--- config.mk ---
export PLATFORM = sky130hd
export DESIGN_NAME = xorshift_word_hash64
export DESIGN_NICKNAME = d
export VERILOG_FILES = /design/src/hdl/xwh_pkg.sv /design/src/hdl/xwh_step.sv /design/src/hdl/xorshift_word_hash64.sv
export SDC_FILE = /design/constraint.sdc
export NUM_CORES = 1
export LEC_CHECK = 0
export ABC_AREA = 0
export BUFFER_PORTS_ARGS = -buffer_cell sky130_fd_sc_hd__buf_2
export CAP_MARGIN = 10
export CELL_PAD_IN_SITES_DETAIL_PLACEMENT = 1
export CELL_PAD_IN_SITES_GLOBAL_PLACEMENT = 1
export CORE_MARGIN = 2
export CORE_UTILIZATION = 47
export DETAILED_ROUTE_END_ITERATION = 10
export GPL_TIMING_DRIVEN = 0
export PLACE_DENSITY_LB_ADDON = 0.1
export SKIP_LAST_GASP = 1
export SLEW_MARGIN = 20
export SYNTH_ARGS = -nofsm -noshare
export SYNTH_HDL_FRONTEND = slang
export SYNTH_SLANG_ARGS = --single-unit
export TNS_END_PERCENT = 10
--- constraint.sdc ---
create_clock -name clk -period 5.6 [get_ports clk]
set_clock_uncertainty 0.1 [all_clocks]
set_input_delay 0.56 -clock clk [delete_from_list [all_inputs] [get_ports clk]]
set_output_delay 0.56 -clock clk [all_outputs]
set_load 0.05 [all_outputs]
--- src/hdl/xwh_pkg.sv ---
package xwh_pkg;

  localparam int unsigned MIX_SHIFT_A = 12;
  localparam int unsigned MIX_SHIFT_B = 47;
  localparam int unsigned MIX_SHIFT_C = 25;
  localparam int unsigned TAIL_BYTES  = 7;
  localparam int unsigned TAIL_W      = 8 * TAIL_BYTES;

  localparam logic [2:0] LAST_POS = 3'(TAIL_BYTES);

  localparam logic CFG_HASH_SEED  = 1'b0;
  localparam logic CFG_BIG_ENDIAN = 1'b1;

  typedef struct packed {
    logic [7:0] data_byte;
    logic       last_byte;
    logic       empty_message;
  } xwh_item_t;

  function automatic logic [63:0] xwh_mix(input logic [63:0] v);
    logic [63:0] a;
    logic [63:0] b;
    a = v ^ (v << MIX_SHIFT_A);
    b = a ^ (a >> MIX_SHIFT_B);
    return b ^ (b << MIX_SHIFT_C);
  endfunction

  function automatic logic [63:0] xwh_swap(input logic [63:0] v);
    logic [63:0] r;
    for (int i = 0; i < 8; i++) begin
      r[8*i +: 8] = v[8*(7-i) +: 8];
    end
    return r;
  endfunction

endpackage

--- src/hdl/xwh_step.sv ---
module xwh_step (
  input  logic              clk,
  input  logic              rst_n,
  input  logic              cfg_wr_en,
  input  logic              cfg_index,
  input  logic [63:0]       cfg_wdata,
  input  logic              fire,
  input  xwh_pkg::xwh_item_t item,
  output logic              has_result,
  output logic [63:0]       hash
);
  import xwh_pkg::*;

  logic [63:0] seed_r;
  logic        be_r;
  logic [63:0] acc_r, acc_nxt;
  logic [TAIL_W-1:0] buf_r, buf_nxt;
  logic [2:0]  pos_r, pos_nxt;

  logic              full;
  logic [63:0]       word;
  logic [63:0]       word_o;
  logic [63:0]       acc_upd;
  logic [TAIL_W-1:0] buf_upd;
  logic [2:0]        pos_upd;

  always_comb begin
    full    = (pos_r == LAST_POS);
    word    = {item.data_byte, buf_r};
    word_o  = be_r ? xwh_swap(word) : word;
    acc_upd = full ? (acc_r ^ xwh_mix(word_o)) : acc_r;
    buf_upd = full ? '0
                   : (buf_r | ({{(TAIL_W-8){1'b0}}, item.data_byte} << {pos_r, 3'b000}));
    pos_upd = full ? 3'd0 : pos_r + 3'd1;

    has_result = item.empty_message | item.last_byte;
    hash = item.empty_message ? xwh_mix(seed_r)
                              : xwh_mix(acc_upd ^ {8'h00, buf_upd});

    acc_nxt = acc_r;
    buf_nxt = buf_r;
    pos_nxt = pos_r;
    if (cfg_wr_en && cfg_index == CFG_HASH_SEED) begin
      acc_nxt = cfg_wdata;
      buf_nxt = '0;
      pos_nxt = 3'd0;
    end else if (fire) begin
      if (has_result) begin
        // rearm for the next message
        acc_nxt = seed_r;
        buf_nxt = '0;
        pos_nxt = 3'd0;
      end else begin
        acc_nxt = acc_upd;
        buf_nxt = buf_upd;
        pos_nxt = pos_upd;
      end
    end
  end

  always_ff @(posedge clk) begin
    if (!rst_n) begin
      seed_r <= '0;
      be_r   <= 1'b0;
      acc_r  <= '0;
      buf_r  <= '0;
      pos_r  <= 3'd0;
    end else begin
      if (cfg_wr_en) begin
        unique case (cfg_index)
          CFG_HASH_SEED:  seed_r <= cfg_wdata;
          CFG_BIG_ENDIAN: be_r   <= cfg_wdata[0];
        endcase
      end
      acc_r <= acc_nxt;
      buf_r <= buf_nxt;
      pos_r <= pos_nxt;
    end
  end

endmodule

--- src/hdl/xorshift_word_hash64.sv ---
// Byte-serial xorshift word hash, 64-bit result.
// A final byte is held in the input register; its hash is then registered for out_*.
// Throughput: one byte per cycle; the input register and result register decouple
// the two sides, so a waiting hash stalls only words that end a message.
// Reset (rst_n low, synchronous): seed and byte order cleared, message state
// cleared, both pipeline registers empty.
module xorshift_word_hash64 (
  input  logic        clk,
  input  logic        rst_n,
  input  logic        cfg_wr_en,
  input  logic        cfg_index,
  input  logic [63:0] cfg_wdata,
  input  logic        in_valid,
  output logic        in_ready,
  input  logic [7:0]  in_data_byte,
  input  logic        in_last_byte,
  input  logic        in_empty_message,
  output logic        out_valid,
  input  logic        out_ready,
  output logic [63:0] out_hash_value
);
  import xwh_pkg::*;

  xwh_item_t   item_r;
  logic        in_valid_r;
  logic        out_valid_r;
  logic [63:0] out_hash_value_r;

  logic        has_result;
  logic [63:0] hash;
  logic        consume;

  xwh_step u_step (
    .clk        (clk),
    .rst_n      (rst_n),
    .cfg_wr_en  (cfg_wr_en),
    .cfg_index  (cfg_index),
    .cfg_wdata  (cfg_wdata),
    .fire       (consume),
    .item       (item_r),
    .has_result (has_result),
    .hash       (hash)
  );

  // a word that ends no message never needs the result register
  assign consume  = in_valid_r & (~has_result | ~out_valid_r | out_ready);
  assign in_ready = ~in_valid_r | consume;

  assign out_valid      = out_valid_r;
  assign out_hash_value = out_hash_value_r;

  always_ff @(posedge clk) begin
    if (!rst_n) begin
      in_valid_r  <= 1'b0;
      out_valid_r <= 1'b0;
    end else begin
      if (in_ready) begin
        in_valid_r <= in_valid;
      end
      if (consume && has_result) begin
        out_valid_r <= 1'b1;
      end else if (out_ready) begin
        out_valid_r <= 1'b0;
      end
    end
  end

  always_ff @(posedge clk) begin
    if (in_ready && in_valid) begin
      item_r.data_byte     <= in_data_byte;
      item_r.last_byte     <= in_last_byte;
      item_r.empty_message <= in_empty_message;
    end
    if (consume && has_result) begin
      out_hash_value_r <= hash;
    end
  end

endmodule

==> impl_metrics.toml <==
[floorplanning]
num_rows = 72
dieArea_mm2 = 0.0405
io_pins = 146
initial_utilization_pct = 47.5
dieWidth_um = 201
core_mm2 = 0.0385
dieHeight_um = 201

[global_route]
grt.total_usage_pct = 43.6
grt_first_pass_wirelength_um = 127000
antenna_found_initial = 1
overflow = 0
grt_pass1_vias = 17958
grt_max_degree = 33

[pwr]
worst_ir_drop_vdd_mv = 0.214
power_frac_seq_pct = 39.1
power_frac_comb_pct = 24.1
p_sw_mw = 1.88
leakagePower_nw = 7.88
finalPower_mw = 5.63
p_clk_share_pct = 36.8
p_sw_share_pct = 33.4
power_report.internal_total_mw = 3.75
cellPowerDensity_mw_per_mm2 = 272

[clock_network]
root_buffer = "clkbuf_16"
hold_buffers = 0
cts_resized = 0
htree_num_levels = 1
cts.clk_slew.worst_paths_ns = 0.07
numCtsBuffers = 31
clk_path_buf_depth = 3
cts.sinks = 264
clk_latency_ns = 0.61
postCtsSetupBuffers = 0
cts_tree = "done"

[final_layout]
layout.cells.non_filler = 2794
utilization_pct = 53.8
antenna_cells = 0
layout.nets = 2333
area_delta_synth_final_pct = 13.3
drive_gt1_share_pct = 13.5
final_common_cell = "xnor2_1"
fin_area_mm2 = 0.0207
final_cell_mix = "xnor2_1, nand2_1, dfxtp_1"

[critical_path]
crit_chain = "ha_1 > ha_1 > buf_2 > buf_2 > buf_2 > clkbuf_1 > nand2_1 > xor2_1 > xor2_1 > xor3_1 > mux2i_1"
criticalPathCategory = "flip-flop to flip-flop"
crit_family = "XOR/XNOR gates"
crit_path_end_kind = "flip-flop"
critPathMaxFanout = 10
worstSetupStartpointType = "flip-flop"
cp.arrival_ns = 5.54
crit_slowest_cell = "xor2_1"
critical_path_buf_inv_count = 4
path_common_cell = "buf_2"
max_stage_delay_ns = 0.71
cp_data_required_time_ns = 5.94

[drt]
totalWireLength_um = 90000
drc = 0
vias = 18002
antenna_left = 0
wl_per_cell_um = 32.2
vias_per_cell = 6.44
drt_iter0_drc = 2486
drtPass1Iterations = 6

[synthesis]
syn_area_per_cell_um2 = 8.82
syn_area_mm2 = 0.0183
postSynthRegisterBits = 264
synth_ff_type = "dfxtp_1"
ys_warn_count = 0
syn_nets = 2153
synth.distinct_cells = 68
synth_enable_flop_cells = 74
async_flop_share_pct = 0
synth_cells = 2071
yosysSeqAreaShare_pct = 33.0

[placed_design]
placed_cell_area_mm2 = 0.0197
dp_hpwl_um = 71100
gp_congestion = 1.03
portBuffers = 145
dp.cells = 2736
place_ws_ns = 0.741

[sta]
hold-worst-slack_ns = 0.0336
fmax_ghz = 0.192
setup_viol = 0
period_needed_ns = 5.20
setup_tns_ns = 0
slew_headroom_pct = 29.0
fin_crit_sh_pct = 92.9
finalHoldViolCount = 0
maxSlewViolCount = 0
rsz0062_at_grt = "no"
worst_pin_slew_ns = 1.04
setup_slack_ns = 0.400

[min_path]
hold_path_class = "primary input to flip-flop"

[run]
cap_viol_max_count = 0

[run_status]
status = "finished, final reports clean"
==> worst register-to-register path, stage by stage, from the launching register on <==
cell and delay, ns:
dfxtp_1 0.45, ha_1 0.22, ha_1 0.34, buf_2 0.33
buf_2 0.36, buf_2 0.41, clkbuf_1 0.53, nand2_1 0.38
xor2_1 0.61, xor2_1 0.71, xor3_1 0.47, mux2i_1 0.14
==> cells by family after synthesis <==
family	synth area share [%]
AO/OA/AOI/OAI	18.7
AND/OR/NAND/NOR	11.8
XOR/XNOR	24.5
flip-flops	33.0
buffers and inverters	4.92
multiplexers	7.03
adder cells (fa/ha/maj)	0.137
==> flip-flops by register name (all words and copies together) (netlist names) <==
signal          cells
item_r             10
u_step.acc_r       64
out_hash_value     64
u_step.pos_r        3
out_valid           1
u_step.seed_r      64
in_valid_r          1
u_step.buf_r       56
u_step.be_r         1
==> power by group through the flow <==
stage               Combinational (mW)  Clock, mW  Sequential, mW
CTS                               1.32       2.06            2.19
global placement                  1.26          0            2.23
floorplan                        0.781          0            2.32
global route                      1.41       2.13            2.20
detailed placement                1.30          0            2.23
finish                            1.36       2.07            2.20
==> per-layer routing <==
layer	global-route usage [%]	routed length, µm	vias to the layer above
met2	66.0	38200	1236
met1	59.6	36500	8996
li1	-	-	7498
met3	8.07	9700	272
met4	21.9	5540	0
met5	0	0	-
==> synthesized netlist by cell type (9+ instances only) <==
cell type | number | area share [%]
mux2i_1 | 93 | 5.1
xnor2_1 | 261 | 13
nor3b_1 | 12 | 0.49
o21ai_0 | 72 | 2.0
a22oi_1 | 21 | 0.86
a21oi_1 | 167 | 4.6
nor2b_1 | 13 | 0.45
a32oi_1 | 11 | 0.53
o221ai_1 | 24 | 1.2
o211ai_1 | 12 | 0.49
xnor2_2 | 12 | 1.1
edfxtp_1 | 74 | 12
nand2_1 | 246 | 5.1
xnor3_1 | 24 | 3.0
buf_1 | 19 | 0.39
mux2i_2 | 11 | 0.83
a31oi_1 | 36 | 1.2
mux2_2 | 10 | 0.62
o22ai_1 | 11 | 0.38
a21boi_0 | 107 | 4.4
xor2_1 | 140 | 6.7
nor3_1 | 25 | 0.68
o21ai_1 | 16 | 0.44
nand3b_1 | 9 | 0.37
dfxtp_1 | 190 | 21
and3_1 | 9 | 0.31
clkbuf_1 | 132 | 2.7
nor2_1 | 154 | 3.2
buf_2 | 36 | 0.99
==> path summary, 6_finish.rpt <==
kind	startpoint	endpoint	slack, ns	depth (start not counted)
setup / recovery	u_step.pos_r[1]	out_hash_value[35]	0.40	11
hold / removal	in_data_byte[4]	item_r[6]	0.03	1
setup reg to reg	u_step.pos_r[1]	out_hash_value[35]	0.40	11
hold reg to reg	u_step.seed_r[63]	u_step.seed_r[63]	0.42	2
==> layout make-up <==
class	count	area [µm²]
Fill cell	4663	17800
Multi-Input combinational cell	1601	11400
Sequential cell	264	6030
Buffer	202	885
Clock buffer	42	883
Timing Repair Buffer	147	773
Tap cell	518	648
Clock inverter	16	119
Inverter	4	15.0
Power figures use the tool's default switching activity.
